`src/zzs_pkg.sv`:
```
// shared constants, types and microcode table for the zigzag matrix scan
package zzs_pkg;

    localparam int MAX_SIDE    = 8;
    localparam int STORE_DEPTH = MAX_SIDE * MAX_SIDE;
    localparam int DATA_W      = 32;
    localparam int CFG_W       = 4;
    localparam int RESET_SIDE  = 8;
    localparam int SIDE_W      = $clog2(MAX_SIDE + 1);
    localparam int RC_W        = (MAX_SIDE > 1) ? $clog2(MAX_SIDE) : 1;
    localparam int ADDR_W      = (STORE_DEPTH > 1) ? $clog2(STORE_DEPTH) : 1;
    localparam int CNT_W       = $clog2(STORE_DEPTH + 1);

    typedef enum logic [1:0] {
        STEP_LOAD,
        STEP_OUT,
        STEP_NEXT
    } step_t;

    typedef enum logic [1:0] {
        COND_ALWAYS,
        COND_FULL,
        COND_OUT_FREE,
        COND_DONE
    } cond_t;

    typedef struct packed {
        logic in_ready;
        logic scan_clr;
        logic emit;
    } ctrl_t;

    typedef struct packed {
        logic full;
        logic out_free;
        logic done;
    } status_t;

    typedef struct packed {
        ctrl_t ctrl;
        cond_t cond;
        step_t target;
        step_t alt;
    } ucode_t;

    function automatic ucode_t ucode_rom(input step_t step);
        ucode_t w;
        w = '{ctrl: '{in_ready: 1'b0, scan_clr: 1'b0, emit: 1'b0},
              cond: COND_ALWAYS, target: STEP_LOAD, alt: STEP_LOAD};
        case (step)
            STEP_LOAD: begin
                w.ctrl.in_ready = 1'b1;
                w.ctrl.scan_clr = 1'b1;
                w.cond          = COND_FULL;
                w.target        = STEP_NEXT;
                w.alt           = STEP_LOAD;
            end
            STEP_OUT: begin
                w.ctrl.emit = 1'b1;
                w.cond      = COND_OUT_FREE;
                w.target    = STEP_NEXT;
                w.alt       = STEP_OUT;
            end
            STEP_NEXT: begin
                w.cond   = COND_DONE;
                w.target = STEP_LOAD;
                w.alt    = STEP_OUT;
            end
            default: begin
                w.cond   = COND_ALWAYS;
                w.target = STEP_LOAD;
                w.alt    = STEP_LOAD;
            end
        endcase
        return w;
    endfunction

    function automatic logic [SIDE_W-1:0] side_clamp(input logic [CFG_W-1:0] s);
        logic [SIDE_W-1:0] r;
        if (s == '0) begin
            r = SIDE_W'(1);
        end else if (int'(s) > MAX_SIDE) begin
            r = SIDE_W'(MAX_SIDE);
        end else begin
            r = SIDE_W'(s);
        end
        return r;
    endfunction

endpackage

```
`src/zzs_ram.sv`:
```
// generic single-write, single-read ram with registered read data
module zzs_ram #(
    parameter int WIDTH = 32,
    parameter int DEPTH = 64
) (
    input  logic                                          aclk,
    input  logic                                          wr_en,
    input  logic [((DEPTH > 1) ? $clog2(DEPTH) : 1)-1:0]  wr_addr,
    input  logic [WIDTH-1:0]                              wr_data,
    input  logic [((DEPTH > 1) ? $clog2(DEPTH) : 1)-1:0]  rd_addr,
    output logic [WIDTH-1:0]                              rd_data
);

    logic [WIDTH-1:0] mem [DEPTH];

    always_ff @(posedge aclk) begin
        if (wr_en) begin
            mem[wr_addr] <= wr_data;
        end
        rd_data <= mem[rd_addr];
    end

endmodule

```
`src/zzs_seq.sv`:
```
// microcode sequencer: step counter, control rom and conditional jumps
module zzs_seq (
    input  logic             aclk,
    input  logic             aresetn,
    input  zzs_pkg::status_t status,
    output zzs_pkg::ctrl_t   ctrl
);
    import zzs_pkg::*;

    step_t  step_reg;
    step_t  step_next;
    ucode_t word;
    logic   cond_true;

    always_ff @(posedge aclk) begin
        if (!aresetn) begin
            step_reg <= STEP_LOAD;
        end else begin
            step_reg <= step_next;
        end
    end

    always_comb begin
        word = ucode_rom(step_reg);
        ctrl = word.ctrl;
        case (word.cond)
            COND_ALWAYS:   cond_true = 1'b1;
            COND_FULL:     cond_true = status.full;
            COND_OUT_FREE: cond_true = status.out_free;
            COND_DONE:     cond_true = status.done;
            default:       cond_true = 1'b1;
        endcase
        step_next = cond_true ? word.target : word.alt;
    end

endmodule

```
`src/zigzag_matrix_scan.sv`:
```
// top level: zigzag scan of a square matrix, datapath plus sequencer and store
//
// Elements arrive row-major, one per cycle while s_tready is high, and are
// written into a 64-word store. The transfer that completes the matrix starts
// the scan: inputs are held off while the n*n elements leave in zigzag order,
// each result taking a store read and then an output register load, an order
// set by the single read port and the per-result advance of the scan position;
// loading resumes once the last result is issued. Output stalls hold the scan.
// The final result carries tlast. The output register lets loading of the
// next matrix begin while the last result still waits. Writing side_length
// (0 acts as 1, values above 8 act as 8) drops any partly loaded matrix.
module zigzag_matrix_scan (
    input  logic                                aclk,
    input  logic                                aresetn,
    input  logic                                cfg_wr_en,
    input  logic [zzs_pkg::CFG_W-1:0]           cfg_wr_data,   // side_length
    input  logic                                s_tvalid,
    output logic                                s_tready,
    input  logic signed [zzs_pkg::DATA_W-1:0]   s_tdata,       // element_value
    output logic                                m_tvalid,
    input  logic                                m_tready,
    output logic signed [zzs_pkg::DATA_W-1:0]   m_tdata,       // scan_value
    output logic                                m_tlast
);
    import zzs_pkg::*;

    ctrl_t   ctrl;
    status_t status;

    logic [SIDE_W-1:0] side_reg;
    logic [CNT_W-1:0]  total_reg;
    logic [CNT_W-1:0]  load_cnt_reg;
    logic [RC_W-1:0]   row_reg;
    logic [RC_W-1:0]   col_reg;
    logic [CNT_W-1:0]  k_reg;
    logic              out_valid_reg;
    logic [DATA_W-1:0] out_data_reg;
    logic              out_last_reg;

    logic [RC_W-1:0]   row_next;
    logic [RC_W-1:0]   col_next;
    logic [RC_W-1:0]   side_m1;
    logic [ADDR_W-1:0] rd_addr;
    logic [DATA_W-1:0] rd_data;
    logic              in_xfer;
    logic              count_full;
    logic              out_free;
    logic              emit_go;

    zzs_seq u_seq (
        .aclk    (aclk),
        .aresetn (aresetn),
        .status  (status),
        .ctrl    (ctrl)
    );

    zzs_ram #(
        .WIDTH (DATA_W),
        .DEPTH (STORE_DEPTH)
    ) u_store (
        .aclk    (aclk),
        .wr_en   (in_xfer),
        .wr_addr (load_cnt_reg[ADDR_W-1:0]),
        .wr_data (s_tdata),
        .rd_addr (rd_addr),
        .rd_data (rd_data)
    );

    assign s_tready   = ctrl.in_ready;
    assign in_xfer    = s_tvalid && ctrl.in_ready;
    assign count_full = (CNT_W'(load_cnt_reg + 1'b1) == total_reg);
    assign out_free   = !out_valid_reg || m_tready;
    assign emit_go    = ctrl.emit && out_free;

    assign status.full     = in_xfer && count_full;
    assign status.out_free = out_free;
    assign status.done     = (k_reg == total_reg);

    assign side_m1 = RC_W'(side_reg - SIDE_W'(1));
    assign rd_addr = ADDR_W'(ADDR_W'(row_reg) * ADDR_W'(side_reg) + ADDR_W'(col_reg));

    assign m_tvalid = out_valid_reg;
    assign m_tdata  = out_data_reg;
    assign m_tlast  = out_last_reg;

    // zigzag position update
    always_comb begin
        row_next = row_reg;
        col_next = col_reg;
        if ((row_reg[0] ^ col_reg[0]) == 1'b0) begin
            if (col_reg == side_m1) begin
                row_next = row_reg + 1'b1;
            end else if (row_reg == '0) begin
                col_next = col_reg + 1'b1;
            end else begin
                row_next = row_reg - 1'b1;
                col_next = col_reg + 1'b1;
            end
        end else begin
            if (row_reg == side_m1) begin
                col_next = col_reg + 1'b1;
            end else if (col_reg == '0) begin
                row_next = row_reg + 1'b1;
            end else begin
                row_next = row_reg + 1'b1;
                col_next = col_reg - 1'b1;
            end
        end
    end

    always_ff @(posedge aclk) begin
        if (!aresetn) begin
            side_reg     <= side_clamp(CFG_W'(RESET_SIDE));
            total_reg    <= CNT_W'(RESET_SIDE * RESET_SIDE);
            load_cnt_reg <= '0;
        end else if (cfg_wr_en) begin
            side_reg     <= side_clamp(cfg_wr_data);
            total_reg    <= CNT_W'(side_clamp(cfg_wr_data) * side_clamp(cfg_wr_data));
            load_cnt_reg <= '0;
        end else if (in_xfer) begin
            load_cnt_reg <= count_full ? '0 : CNT_W'(load_cnt_reg + 1'b1);
        end
    end

    always_ff @(posedge aclk) begin
        if (!aresetn) begin
            row_reg <= '0;
            col_reg <= '0;
            k_reg   <= '0;
        end else if (ctrl.scan_clr) begin
            row_reg <= '0;
            col_reg <= '0;
            k_reg   <= '0;
        end else if (emit_go) begin
            row_reg <= row_next;
            col_reg <= col_next;
            k_reg   <= CNT_W'(k_reg + 1'b1);
        end
    end

    // output register
    always_ff @(posedge aclk) begin
        if (!aresetn) begin
            out_valid_reg <= 1'b0;
        end else if (emit_go) begin
            out_valid_reg <= 1'b1;
        end else if (m_tready) begin
            out_valid_reg <= 1'b0;
        end
    end

    always_ff @(posedge aclk) begin
        if (emit_go) begin
            out_data_reg <= rd_data;
            out_last_reg <= (CNT_W'(k_reg + 1'b1) == total_reg);
        end
    end

endmodule

```
`config.mk`:
```
export PLATFORM = sky130hd
export DESIGN_NAME = zigzag_matrix_scan
export DESIGN_NICKNAME = d
export VERILOG_FILES = /design/src/zzs_pkg.sv /design/src/zzs_ram.sv /design/src/zzs_seq.sv /design/src/zigzag_matrix_scan.sv
export SDC_FILE = /design/constraint.sdc
export NUM_CORES = 2
export LEC_CHECK = 0
export BUFFER_PORTS_ARGS = -buffer_cell sky130_fd_sc_hd__buf_4
export CORE_AREA = 2 2 409 411
export DETAILED_ROUTE_END_ITERATION = 10
export DIE_AREA = 0 0 411 413
export PLACE_DENSITY_LB_ADDON = 0.3
export SLEW_MARGIN = 20
export SYNTH_ARGS = -nofsm -noshare
export SYNTH_HDL_FRONTEND = slang
export SYNTH_HIERARCHICAL = 1
export SYNTH_SLANG_ARGS = --single-unit
export TNS_END_PERCENT = 50
```
`constraint.sdc`:
```
create_clock -name aclk -period 8.13 [get_ports aclk]
set_clock_uncertainty 0.15 [all_clocks]
set_input_delay 1.2195 -clock aclk [delete_from_list [all_inputs] [get_ports aclk]]
set_output_delay 1.2195 -clock aclk [all_outputs]
set_load 0.01 [all_outputs]
```
==> metrics.md <==
| Metric | Value |
|---|---|
| Largest net degree at the start of global routing | roughly 130 |
| CP max FO | between 50 and 60 |
| Setup TNS | 0 ps |
| Pwr Density | about 240 nW/um2 |
| Core area | ~170000 um2 |
| CTS tree | built |
| Avg Vias per Cell | between 6 and 7 |
| IO buf count | 75 |
| Row cnt | 150 |
| Nets@finish | between 3k and 4k |
| YS warnings | 6 |
| Ys flop type | edfxtp_1 |
| RD Place Congestion | about 0.8 |
| Final Hold Viols | 0 |
| Max reg flops | 2048 |
| Least-Margin Pin Slew | around 1200 ps |
| Die width | 411 um |
| PnR worst setup slack | between 2000 and 2500 ps |
| TritonRoute pass-1 iters | 8 |
| Min-Delay Path Class | reg2reg |
| Met3 global-route usage | 0.0471 |
| Max-slew violations | 0 |
| Synth Cell Area | just over 80000 um2 |
| Via count | 39.3k |
| Met2 usage | 0.382 |
| GRT overflow | 0 |
| First-pass GRT wire length | just under 300 mm |
| Max cap viols | 0 |
| Global-route met1 utilization | 0.346 |
| Clock sinks | between 2k and 2.5k |
| Placed cell count | approximately 5.8k |
| Max incr delay on CP | just over 1000 ps |
| Hold Buf Count CTS | 0 |
| EDFF count, synth | about 2.1k |
| DR iter-0 viols | approximately 4.6k |
| Sequential share of the synthesized area | 0.776 |
| Commonest cells after routing, fill and taps aside | 2081 x edfxtp_1, 544 x mux4_2, 211 x clkbuf_16 |
| Final setup violating endpoints | 0 |
| Largest Register | u_store/mem |
| Crit path DAT | slightly above 6000 ps |
| Post-CTS Setup Inserts | 0 |
| Synthesized instance count | ~3.7k |
| Root Driver | clkbuf_16 |
| Critical path startpoint category | flip-flop |
| Synth area leader | edfxtp_1 |
| Layout cells sized above 1 | 0.270 |
| Clock slew seen by the registers of the worst setup and hold paths | 60 ps |
| DIE HEIGHT | around 410 um |
| Mean Syn Cell Area | roughly 22 um2 |
| Dpl ws | roughly 2600 ps |
| Worst rel slew slack | 0.214 |
| Gr busiest metal | met2 |
| Main combinational cell family by area after synthesis | multiplexers |
| Leakage | approximately 28 nW |
| Synth Area in Simple Gates | 0.0187 |
| Post-synthesis mux area share | 0.162 |
| Clock Tree Buf Depth | 3 |
| Antenna Violating Nets Remaining | 0 |
| Commonest non-fill, non-tap cell in the layout | edfxtp_1 |
| Synth Area in Adders | 0.00594 |
| Cts repair resizes | 0 |
| Synth Area in Compound Gates | 0.0199 |
| Tmin final | about 5600 ps |
| FMAX | about 0.18 GHz |
| Top cells by area, synth | edfxtp_1 76%, mux4_2 15%, dfxtp_1 1.6%, mux2i_1 1.2%, nor2_1 0.76% |
| Xor and xnor area share after synthesis | 0.00468 |
| Worst VDD drop | 247 uV |
| CP Data Required Time | between 8000 and 9000 ps |
| Crit Path Class | reg2reg |
| Final Power | 0.0220 W |
| CP max stage cell | nor2b_1 |
| Finished Layout Cells | roughly 6.2k |
| Post-synth top area share | 0.761 |
| Finished Core Util | 0.558 |
| Cell mode on critical path | fa_1 |
| DRC | 0 |
| Clock latency on the worst-skew pair | roughly 830 ps |
| Die ar. | about 170000 um2 |
| CP cell instances | nand2_1 > fa_1 > inv_1 > fa_1 > inv_1 > fa_1 > xnor2_2 > buf_4 > nor2b_1 > a21oi_1 > a21oi_1 > nor2_1 |
| Layout fillers | around 12k |
| Starting density of the core | 0.495 |
| Synth Register Bits | around 2.1k |
| Area Growth Syn to Fin | 12.7% |
| Number of H-tree levels | 4 |
| Period utilisation layout | 0.695 |
| Wire per inst | between 30 and 40 um |
| Number of global-route vias before repair | ~39k |
| Setup crit end kind | flip-flop |
| CTS Buf Count | roughly 210 |
| Distinct cell type count after synthesis | between 60 and 70 |
| Total track usage | 0.240 |
| Num ports | 76 |
| Fraction of synthesis flops using an asynchronous set or reset pin | 0 |
| RSZ-0062 raised after global routing | false |
| Antenna violations before repair | 5 |
| Dpl hpwl | around 100 mm |
| Run status | finished clean |
| Routed Wire Length | approximately 200 mm |
[per-layer routing]
| layer | part of all wire | up-vias |
|---|---|---|
| li1 | - | 15800 |
| met1 | 0.40 | 21300 |
| met2 | 0.48 | 1904 |
| met3 | 0.091 | 278 |
| met4 | 0.021 | 2 |
| met5 | 0.000064 | - |
[power by group]
group / switching, W / internal (W)
sequential: 0.0000303 / 0.0122
clock: 0.00400 / 0.00552
combinational: 0.000229 / 0.0000574
total: 0.00426 / 0.0177
[worst max-delay path: cells and delay by family, from the launching register on]
| kind | cells | cell delay (ps) |
|---|---|---|
| AOI/OAI and AO/OA | 2 | 1000 |
| adders and majority gates | 3 | 1560 |
| DFF | 1 | 450 |
| and+or+nand+nor | 3 | 1220 |
| xor gates and xnor gates | 1 | 170 |
| buffers and inverters | 3 | 920 |
[kinds of logic after synthesis]
family / after synthesis
AO/OA/AOI/OAI: 247
XOR/XNOR: 39
adder cells (fa/ha/maj): 36
buffers and inverters: 220
flip-flops: 2145
multiplexers: 645
other: 1
AND/OR/NAND/NOR: 334
[synth_stat cells, types with 5 or more instances]
cell type / n
nor2b_1: 22
a311oi_1: 8
nor2_1: 166
and3_1: 9
buf_2: 60
nor3_1: 8
a22oi_1: 12
ha_1: 31
o221ai_1: 28
and2_1: 8
nand2_1: 59
fa_1: 5
xor2_1: 11
a21o_1: 5
inv_1: 24
buf_4: 28
mux2i_1: 99
dfxtp_1: 64
a211oi_1: 5
xnor2_1: 25
clkbuf_1: 80
or3_1: 5
a21oi_1: 72
nand3_1: 16
nand2b_1: 12
buf_1: 21
mux4_2: 544
buf_6: 6
o21ai_0: 8
edfxtp_1: 2081
nand3b_1: 7
o22ai_1: 84
[path summary, 6_finish.rpt]
path | slack, ps | endpoint | cells after the start | startpoint
worst max-delay path | 2480 | u_store/rd_data[12] | 12 | row_reg[1]
worst min-delay path | 270 | m_tdata[3] | 0 | u_store/rd_data[3]
worst min register to register | 270 | m_tdata[3] | 0 | u_store/rd_data[3]
worst max register to register | 2480 | u_store/rd_data[12] | 12 | row_reg[1]
[area by class of cell]
type                       count  area (um2)  share of cell area
timing repair buffer         165        1380              0.0149
multi-input combinational   1303       17900               0.193
tap                         2204        2760              0.0298
inverter                      25         101             0.00109
antenna                        1        2.50           0.0000270
clock inverter                89         920             0.00993
sequential                  2145       63800               0.689
clock buffer                 293        5800              0.0626
[per-stage QoR]
stage / cell area [um2] / hold WS (ps)
after floorplan: 82100 / 236
after global routing: 92600 / 277
after detailed placement: 85900 / 261
final: 92600 / 273
after CTS: 92600 / 260
after global placement: 85900 / 238
(Power assumes the default switching activity.)
